$ cat config.mk
export PLATFORM = sky130hd
export DESIGN_NAME = multi_channel_switch_debouncer_core
export DESIGN_NICKNAME = d
export VERILOG_FILES = /design/src/sv/dbnc_pkg.sv /design/src/sv/multi_channel_switch_debouncer_core.sv /design/src/sv/dbnc_ram.sv /design/src/sv/dbnc_update.sv
export SDC_FILE = /design/constraint.sdc
export NUM_CORES = 1
export LEC_CHECK = 0
export BUFFER_PORTS_ARGS = -buffer_cell sky130_fd_sc_hd__buf_2
export CORE_UTILIZATION = 36
export DETAILED_ROUTE_END_ITERATION = 8
export SYNTH_ARGS = -nofsm -noshare
export SYNTH_HDL_FRONTEND = slang
export SYNTH_SLANG_ARGS = --single-unit
$ cat constraint.sdc
create_clock -name clk -period 5.6 [get_ports clk]
set_clock_uncertainty 0.1 [all_clocks]
set_input_delay 0.56 -clock clk [delete_from_list [all_inputs] [get_ports clk]]
set_output_delay 0.56 -clock clk [all_outputs]
set_load 0.02 [all_outputs]
$ cat src/sv/dbnc_pkg.sv
// Shared types and constants for the multi-channel switch debouncer.
// Holds the per-switch state word, the phase encoding and register indexes.
// No dependencies.
`default_nettype none

package dbnc_pkg;

    localparam int IDX_W   = 4;
    localparam int COUNT_W = 5;
    localparam int LEVEL_W = 8;
    localparam int RUN_W   = 8;

    localparam logic [COUNT_W-1:0] SWITCH_COUNT_RST = 5'd16;
    localparam logic [LEVEL_W-1:0] STABLE_LEVEL_RST = 8'd5;
    localparam logic [RUN_W-1:0]   RUN_MAX          = 8'hFF;

    localparam logic REG_SWITCH_COUNT = 1'b0;
    localparam logic REG_STABLE_LEVEL = 1'b1;

    localparam logic STATUS_OK    = 1'b0;
    localparam logic STATUS_RANGE = 1'b1;

    typedef enum logic [1:0] {
        PH_RELEASED = 2'd0,
        PH_BOUNCING = 2'd1,
        PH_PRESSED  = 2'd2
    } phase_t;

    // All-zero word is the reset state: released, counters clear, stable 0.
    typedef struct packed {
        phase_t           phase;
        logic [RUN_W-1:0] pressed_run;
        logic [RUN_W-1:0] released_run;
        logic             stable_value;
    } sw_state_t;

    localparam int STATE_W = $bits(sw_state_t);

endpackage

`default_nettype wire

$ cat src/sv/multi_channel_switch_debouncer_core.sv
// Multi-channel switch debouncer: per-switch state held in one synchronous RAM.
// Pipeline: an accepted item sits in the stage 1 register while its RAM read completes, then
// moves into the output register when the output is free. Throughput: one item per cycle
// unless result_stall holds the output; a same-switch sample right behind is forwarded.
// Reset: all switches released with clear counters (per-entry valid bits, no clearing
// pass), switch_count = 16, stable_level = 5. Depends on dbnc_pkg, dbnc_ram, dbnc_update.
`default_nettype none

module multi_channel_switch_debouncer_core
    import dbnc_pkg::*;
#(
    parameter int MAX_SWITCHES = 16
) (
    input  wire logic             clk,
    input  wire logic             rst_n,
    input  wire logic             sample_valid,
    output logic                  sample_stall,
    input  wire logic [IDX_W-1:0] switch_index,
    input  wire logic             pin_pressed,
    output logic                  result_valid,
    input  wire logic             result_stall,
    output logic                  status,
    output logic                  debounced_pressed,
    input  wire logic             psel,
    input  wire logic             penable,
    input  wire logic             pwrite,
    input  wire logic [2:0]       paddr,
    input  wire logic [31:0]      pwdata,
    output logic      [31:0]      prdata,
    output logic                  pready
);

    localparam int ADDR_W = (MAX_SWITCHES > 1) ? $clog2(MAX_SWITCHES) : 1;

    // Configuration registers.
    logic [COUNT_W-1:0] switch_count_reg;
    logic [LEVEL_W-1:0] stable_level_reg;
    logic               cfg_write;

    assign pready    = 1'b1;
    assign cfg_write = psel && penable && pwrite && pready;

    always_ff @(posedge clk or negedge rst_n)
    begin
        if (!rst_n)
        begin
            switch_count_reg <= SWITCH_COUNT_RST;
            stable_level_reg <= STABLE_LEVEL_RST;
        end
        else if (cfg_write)
        begin
            if (paddr[2] == REG_SWITCH_COUNT)
            begin
                switch_count_reg <= pwdata[COUNT_W-1:0];
            end
            else
            begin
                stable_level_reg <= pwdata[LEVEL_W-1:0];
            end
        end
    end

    always_comb
    begin
        case (paddr[2])
            REG_SWITCH_COUNT: prdata = {{(32-COUNT_W){1'b0}}, switch_count_reg};
            REG_STABLE_LEVEL: prdata = {{(32-LEVEL_W){1'b0}}, stable_level_reg};
            default:          prdata = '0;
        endcase
    end

    // Pipeline control.
    logic s1_valid_reg;
    logic s1_advance;
    logic out_free;
    logic accept;

    assign out_free     = !result_valid || !result_stall;
    assign s1_advance   = s1_valid_reg && out_free;
    assign accept       = sample_valid && (!s1_valid_reg || s1_advance);
    assign sample_stall = s1_valid_reg && !s1_advance;

    // Read address for the incoming item.
    logic [IDX_W+ADDR_W-1:0] in_addr_ext;
    logic [ADDR_W-1:0]       in_addr;

    assign in_addr_ext = {{ADDR_W{1'b0}}, switch_index};
    assign in_addr     = in_addr_ext[ADDR_W-1:0];

    // Stage 1 item.
    logic [IDX_W-1:0] s1_idx_reg;
    logic             s1_pin_reg;
    logic [IDX_W+ADDR_W-1:0] s1_addr_ext;
    logic [ADDR_W-1:0]       s1_addr;

    assign s1_addr_ext = {{ADDR_W{1'b0}}, s1_idx_reg};
    assign s1_addr     = s1_addr_ext[ADDR_W-1:0];

    // Write port, per-entry valid bits and forwarding of a same-cycle write.
    logic                    wr_en;
    sw_state_t               wr_data;
    logic [MAX_SWITCHES-1:0] valid_reg;
    logic                    fwd_valid_reg;
    logic [ADDR_W-1:0]       fwd_addr_reg;
    sw_state_t               fwd_data_reg;
    logic [STATE_W-1:0]      ram_q;

    dbnc_ram #(
        .WIDTH (STATE_W),
        .DEPTH (MAX_SWITCHES)
    ) u_state_ram (
        .clk   (clk),
        .we    (wr_en),
        .waddr (s1_addr),
        .wdata (wr_data),
        .re    (accept),
        .raddr (in_addr),
        .rdata (ram_q)
    );

    always_ff @(posedge clk or negedge rst_n)
    begin
        if (!rst_n)
        begin
            s1_valid_reg  <= 1'b0;
            valid_reg     <= '0;
            fwd_valid_reg <= 1'b0;
        end
        else
        begin
            if (accept)
            begin
                s1_valid_reg <= 1'b1;
            end
            else if (s1_advance)
            begin
                s1_valid_reg <= 1'b0;
            end
            if (wr_en)
            begin
                valid_reg[s1_addr] <= 1'b1;
            end
            // The write made in the cycle an item's read is issued is missed by that read.
            if (accept)
            begin
                fwd_valid_reg <= wr_en;
            end
        end
    end

    always_ff @(posedge clk)
    begin
        if (accept)
        begin
            s1_idx_reg   <= switch_index;
            s1_pin_reg   <= pin_pressed;
            fwd_addr_reg <= s1_addr;
            fwd_data_reg <= wr_data;
        end
    end

    // Resolve the current state of the stage 1 switch.
    sw_state_t cur_state;
    sw_state_t nxt_state;
    logic      cur_value;
    logic      in_range;

    always_comb
    begin
        if (fwd_valid_reg && (fwd_addr_reg == s1_addr))
        begin
            cur_state = fwd_data_reg;
        end
        else if (valid_reg[s1_addr])
        begin
            cur_state = sw_state_t'(ram_q);
        end
        else
        begin
            cur_state = '0;
        end
    end

    assign in_range = ({1'b0, s1_idx_reg} < switch_count_reg)
                   && (32'(s1_idx_reg) < MAX_SWITCHES);

    dbnc_update u_update (
        .cur   (cur_state),
        .pin   (s1_pin_reg),
        .level (stable_level_reg),
        .nxt   (nxt_state),
        .value (cur_value)
    );

    assign wr_en   = s1_advance && in_range;
    assign wr_data = nxt_state;

    // Output register.
    always_ff @(posedge clk or negedge rst_n)
    begin
        if (!rst_n)
        begin
            result_valid <= 1'b0;
        end
        else if (out_free)
        begin
            result_valid <= s1_valid_reg;
        end
    end

    always_ff @(posedge clk)
    begin
        if (s1_advance)
        begin
            status            <= in_range ? STATUS_OK : STATUS_RANGE;
            debounced_pressed <= in_range && cur_value;
        end
    end

endmodule

`default_nettype wire

$ cat src/sv/dbnc_ram.sv
// Generic single-write, single-read synchronous RAM with registered read.
// A read of an address written in the same cycle returns the old contents.
// No dependencies.
`default_nettype none

module dbnc_ram #(
    parameter  int WIDTH = 8,
    parameter  int DEPTH = 16,
    localparam int AW    = (DEPTH > 1) ? $clog2(DEPTH) : 1
) (
    input  wire logic             clk,
    input  wire logic             we,
    input  wire logic [AW-1:0]    waddr,
    input  wire logic [WIDTH-1:0] wdata,
    input  wire logic             re,
    input  wire logic [AW-1:0]    raddr,
    output logic      [WIDTH-1:0] rdata
);

    logic [WIDTH-1:0] mem [DEPTH];

    always_ff @(posedge clk)
    begin
        if (we)
        begin
            mem[waddr] <= wdata;
        end
        if (re)
        begin
            rdata <= mem[raddr];
        end
    end

endmodule

`default_nettype wire

$ cat src/sv/dbnc_update.sv
// Per-switch debounce state update: next phase, run counters and output value.
// Depends on dbnc_pkg.
`default_nettype none

module dbnc_update
    import dbnc_pkg::*;
(
    input  wire sw_state_t          cur,
    input  wire logic               pin,
    input  wire logic [LEVEL_W-1:0] level,
    output sw_state_t               nxt,
    output logic                    value
);

    logic [RUN_W-1:0] pr_bump;
    logic [RUN_W-1:0] rr_bump;

    // Run counters saturate at their top value.
    assign pr_bump = (cur.pressed_run == RUN_MAX) ? cur.pressed_run : cur.pressed_run + 1'b1;
    assign rr_bump = (cur.released_run == RUN_MAX) ? cur.released_run : cur.released_run + 1'b1;

    always_comb
    begin
        nxt = cur;
        case (cur.phase)
            PH_BOUNCING:
            begin
                if (pin)
                begin
                    nxt.pressed_run  = pr_bump;
                    nxt.released_run = '0;
                    if (pr_bump >= level)
                    begin
                        nxt.phase       = PH_PRESSED;
                        nxt.pressed_run = '0;
                    end
                end
                else
                begin
                    nxt.released_run = rr_bump;
                    nxt.pressed_run  = '0;
                    if (rr_bump >= level)
                    begin
                        nxt.phase        = PH_RELEASED;
                        nxt.released_run = '0;
                    end
                end
            end
            PH_PRESSED:
            begin
                nxt.stable_value = 1'b1;
                if (!pin)
                begin
                    nxt.phase = PH_BOUNCING;
                end
            end
            default:
            begin
                // The unused code behaves like released.
                nxt.stable_value = 1'b0;
                nxt.phase        = pin ? PH_BOUNCING : PH_RELEASED;
            end
        endcase
    end

    always_comb
    begin
        case (cur.phase)
            PH_BOUNCING: value = cur.stable_value;
            PH_PRESSED:  value = 1'b1;
            default:     value = 1'b0;
        endcase
    end

endmodule

`default_nettype wire

# [Word-level counts from Yosys, hierarchy flattened]
# Memory sizes are Yosys's and may differ from the RTL's. A register that Yosys moved wholly into a read port is not among the register bits.
# Index checks and enable logic that the tools add are counted.
[op_classes] n_bitwise=2 eq_ne=5 mux=23 n_lt_le_gt_ge=5 add_sub_neg=2 reduce_logical=18
[op_table] op="$pmux 32 s2" n=1
[op_table] op="$mux 19" n=2
[op_table] op="$mux 8" n=3
[op_table] op="$mux 18" n=1
[op_table] op="$add 8x1->8 const B" n=2
[op_table] op="$eq 8x8->1 const B" n=2
[op_table] op="$ge 8x8->1" n=2
[op_table] op="$mux 16" n=1
[op_table] op="$or 16x16->16" n=1
[op_table] op="$mux 10" n=1
[op_table] op="$logic_and 1x1->1" n=9
[op_table] op="$mux 1" n=8
[op_table] op="$lt 4x5->1" n=1
[op_table] op="$lt 4x5->1 const B" n=1
[op_table] op="$bmux 1 s4" n=1
[op_table] op="$demux 1 s4" n=1
[op_table] op="$eq 4x4->1" n=1
[op_table] op="$ge 4x1->1 const B" n=1
[op_table] op="$logic_not 1->1" n=4
[op_table] op="$mux 2" n=2
[op_table] op="$pmux 2 s2" n=1
[op_table] op="$reduce_and 2->1" n=2
[op_table] op="$eq 2x1->1 const B" n=1
[op_table] op="$eq 2x2->1 const B" n=1
[op_table] op="4 further kinds" n=5
[totals] reg_bits=62 elab_cells=71 mem_bits_rw=304 input_bits=47 memories=1 out_inout_bits=37
[mem_list] memory="u_state_ram.mem" depth=16 word_bits=19 rd=1 rd_ports_with_merged_regs=1 wr=1 line="dbnc_ram.sv:20" rtl="logic [WIDTH-1:0] mem [DEPTH];"

# [Longest topological paths before layout]
[logic_depth] depth_word=10 ltp_mapped=24 ltp_nobuf=20

# [Modules after synthesis]
# A second synthesis with hierarchy kept.
[unflattened] hier_cells=907 hier_area_um2=16234.3
[by_module_without_submodules] mod="dbnc_ram" cells_per_inst=507 seq_area_each_um2=9699.3 n_inst=1 area_each_um2=12034.0
[by_module_without_submodules] mod="multi_channel_switch_debouncer_core" cells_per_inst=241 seq_area_each_um2=1705.4 n_inst=1 area_each_um2=2986.6
[by_module_without_submodules] mod="dbnc_update" cells_per_inst=159 seq_area_each_um2=0.0 n_inst=1 area_each_um2=1213.7

# [Least setup slack after synthesis]
# No wires, ideal clock.
[synth_timing] path_type="register to register" from="register s1_idx_reg[1], in the netlist s1_addr[1]" to="register fwd_data_reg[16] in the netlist's numbering, data pin" setup_ps=361 setup_slack_ps=211 arrival_time_ps=4928 required_time_ps=5139 n_path_buf=4 synth_period_minus_slack_ps=5389 path_stages_with_launch=21 cell_sequence="edfxtp_1 buf_4 xnor2_1 nand3_1 buf_4 nor2_1 buf_2 buf_4 nand2_1 o21ai_0 ha_1 nand2_1 nor3_4 mux2_2 ha_1 a21o_1 a21o_1 a211oi_1 o21a_1 nor2_1 a311oi_1"
[synth_lines] item="start: declaration" line="multi_channel_switch_debouncer_core.sv:91" rtl="logic [IDX_W-1:0] s1_idx_reg;"
[synth_lines] item="start signal: assignment" line="multi_channel_switch_debouncer_core.sv:155" rtl="s1_idx_reg <= switch_index;"
[synth_lines] item="end signal: assignment" line="multi_channel_switch_debouncer_core.sv:158" rtl="fwd_data_reg <= wr_data;"
[synth_lines] item="end: declaration" line="multi_channel_switch_debouncer_core.sv:105" rtl="sw_state_t fwd_data_reg;"

==> flow_summary.toml <==
[power_and_ir_drop]
post-layout-total-power_uw = 7430
power.ir.vdd_worst_v = 0.000193
cellPowerDensity_nw_per_um2 = 398
leakage_power_of_the_design_uw = 0.00642

[worst_setup_path]
start_kind = "register"
max_stage_delay_ns = 0.58
crit_slowest_cell = "edfxtp_1"
ff2ff_path_depth = 15
worstPathCellList = "mux4_1, mux2i_1, mux2_4, buf_4, o22ai_1, nand2_1, nor3_4, mux2_2, ha_1, a21o_1, a21o_1, a211oi_1, o21ai_0, o41ai_1, mux2_2"
worst-setup-path-type = "register to register"
r2r_end = "u_state_ram.mem[8][9]"
critPathCaptureType = "register"
regToRegStartpoint = "s1_addr[0]"
reg2reg_setup_slack_ns = 0.36
crit_fanout = 17
worst-endpoint-required_ns = 5.81
crit_arrival_ns = 5.45
worstSetupStartpoint = "s1_addr[0]"

[global_route]
grtUsageMet3_pct = 2.24
antenna_found_initial = 0
vias_in_the_first_global_route = 8190
grt_util_met1_pct = 22.5
grt_start_max_net_pins = 56
grt_util_met2_pct = 24.8
globalRouteTotalUtil_pct = 15.7
grt_remaining_overflow = 0
grt_pass1_wl_um = 53200
grt_busiest_layer = "met2"

[floorplan]
chipHeight_um = 214
io_pins = 84
core_region_area_sq_um = 44400
die_width_um = 214
die-area_sq_um = 46000
initial_utilization_pct = 36.6
number_of_placement_rows = 77

[detailed_routing]
detail_route.wl_per_cell_um = 22.7
finalWirelength_um = 36000
dr.pass1.iters = 5
route.detailed.vias_per_inst = 5.22
drtIter0Drc = 828
drcViolationCount = 0
dr_total_vias = 8279
detail-route-antenna-nets = 0

[final_layout]
area_growth_syn_to_layout_pct = 14.7
layout.cell_area.non_filler_sq_um = 18600
antenna_cells = 0
drive_gt1_share_pct = 31.6
number_of_nets_in_the_final_layout = 1034
utilization_pct = 42.0
largest_register_ffs = 304

[clock_network]
cts_tree = "done"
total_cts_buffers = 40
clkSlewWorstSetupHoldPaths_ns = 0.06
clock_tree.root_cell = "clkbuf_16"
cts-root-to-sink-buffers = 3
cts_htree_levels = 2
clock_latency_ns = 0.53
tritoncts_sink_count = 385

[synth]
share_of_the_synthesized_area_in_the_top_cell_type_pct = 65.2
synth_enable_flop_cells = 353
ys_warns = 0
netlist_top_cells_count = "353 x edfxtp_1, 95 x mux4_2, 41 x nand2_1"
ys_seq_area_share_pct = 70.2
synth_ff_type = "edfxtp_1"
most_frequent_cell_after_synthesis = "edfxtp_1"
async_flop_share_pct = 8.31
synthDistinctLibCells = 65
synth_seq_cells = 385
synth_top_cell_by_area = "edfxtp_1"
synthesis.instances = 877
syn-mean-instance-area_sq_um = 18.5
biggest_area_contributors_in_the_synthesized_netlist = "edfxtp_1 65%, mux4_2 13%, dfrtp_1 4.5%"
post_synth_instance_area_sq_um = 16300

[timing]
period_needed_ns = 5.24
worst_slack_ns = 0.359
max-slew-margin-rel_pct = 19.3
final_min_period_over_clock_period_pct = 93.6
report.final.slew_viol_count = 0
timing.hold.ws_ns = -0.00440
rsz0062_at_grt = "no"
timing.fmax_mhz = 191
setup_viol_count_final = 0
totalNegativeSetupSlack_ns = 0
max_slew.worst_pin.slew_ns = 1.21
hold_viol = 8

[worst_hold_path]
timing.hold.worst.class = "input pin to async pin"

[outcome]
violated_checks = "negative hold slack"
status = "finished with violations"

[placement]
port_buffers = 32
dp_hpwl_um = 20900
gpl.final_weighted_congestion = 0.858
pre_cts_slack_ns = 0.189
placement.cell_area_sq_um = 17300

[run]
cap_violations = 0
[layout make-up]
type | instances | area, sq um
clock buffer | 48 | 1050
fill | 3892 | 25800
multi-input combinational | 430 | 4540
inverter | 22 | 82.6
tap | 592 | 741
clock inverter | 24 | 219
sequential | 385 | 11400
timing repair buffer | 85 | 601
[stage by stage]
step | cells | hold slack (ns)
finish | 1586 | -0.00440
global route | 1586 | 0.0389
CTS | 1585 | 0.00305
detailed placement | 1513 | 0.346
global placement | 1513 | 0.342
floorplan | 900 | 0.164
[where the power goes]
| group | switching, uW | internal [uW] |
|---|---|---|
| clock network | 1050 | 1520 |
| registers | 72.2 | 3550 |
| logic | 761 | 467 |
| total | 1880 | 5540 |
[timing repair]
action                                  4_1_cts  5_1_grt
gates resized for setup                       0        3
hold buffers                                  0        0
endpoints found under the setup margin        0       68
setup buffers                                 0        1
[metal layers]
metal / share of wire (%) / vias to the layer above / routed length, um
li1: - / 3649 / -
met1: 46 / 4357 / 16600
met2: 47 / 218 / 17000
met3: 4.4 / 55 / 1570
met4: 2.3 / 0 / 823
met5: 0 / - / 0
[worst max path at each step]
stage | slack [ns] | endpoint | depth (start not counted)
final | 0.36 | u_state_ram.mem[8][9] | 15
after detailed placement | 0.19 | u_state_ram.mem[11][10] | 15
after global placement | 0.28 | u_state_ram.mem[10][10] | 15
after floorplan | 0.21 | fwd_data_reg[16] | 20
after CTS | 0.16 | u_state_ram.mem[11][10] | 15
after global routing | 0.06 | u_state_ram.mem[3][9] | 15
[worst max-delay path: cells and delay by family (launching register included)]
| kind | cells | cell delay, ns |
|---|---|---|
| buf+inv | 1 | 0.20 |
| mux | 5 | 1.72 |
| simple gates | 2 | 0.51 |
| flops | 1 | 0.58 |
| fa+ha+maj | 1 | 0.27 |
| compound gates | 6 | 1.62 |
[kinds of logic (layout without fill, tap and decap cells)]
family	Yosys count	in the layout	synth area share, %
compound gates	105	105	4.68
flops	385	385	70.2
fa+ha+maj	23	23	1.77
other cells	2	25	0.0462
mux	124	124	15.5
simple gates	142	142	4.35
xor+xnor	11	11	0.593
buf+inv	85	179	2.86
[cell usage in the layout (no fill, tap or decap), types with 17 or more instances in the layout]
cell       Yosys  layout
or2_2         17      17
ha_1          23      23
inv_1         22      22
a21oi_1       19      19
clkbuf_16      0      41
conb_1         2      25
dfrtp_1       29      29
nor2_1        35      22
mux4_2        95      95
buf_2          5      30
buf_4         31      52
mux2_2        20      20
edfxtp_1     353     353
nand2_1       41      41
o21ai_0       20      20
No activity file was read; power rests on OpenSTA's default activity.
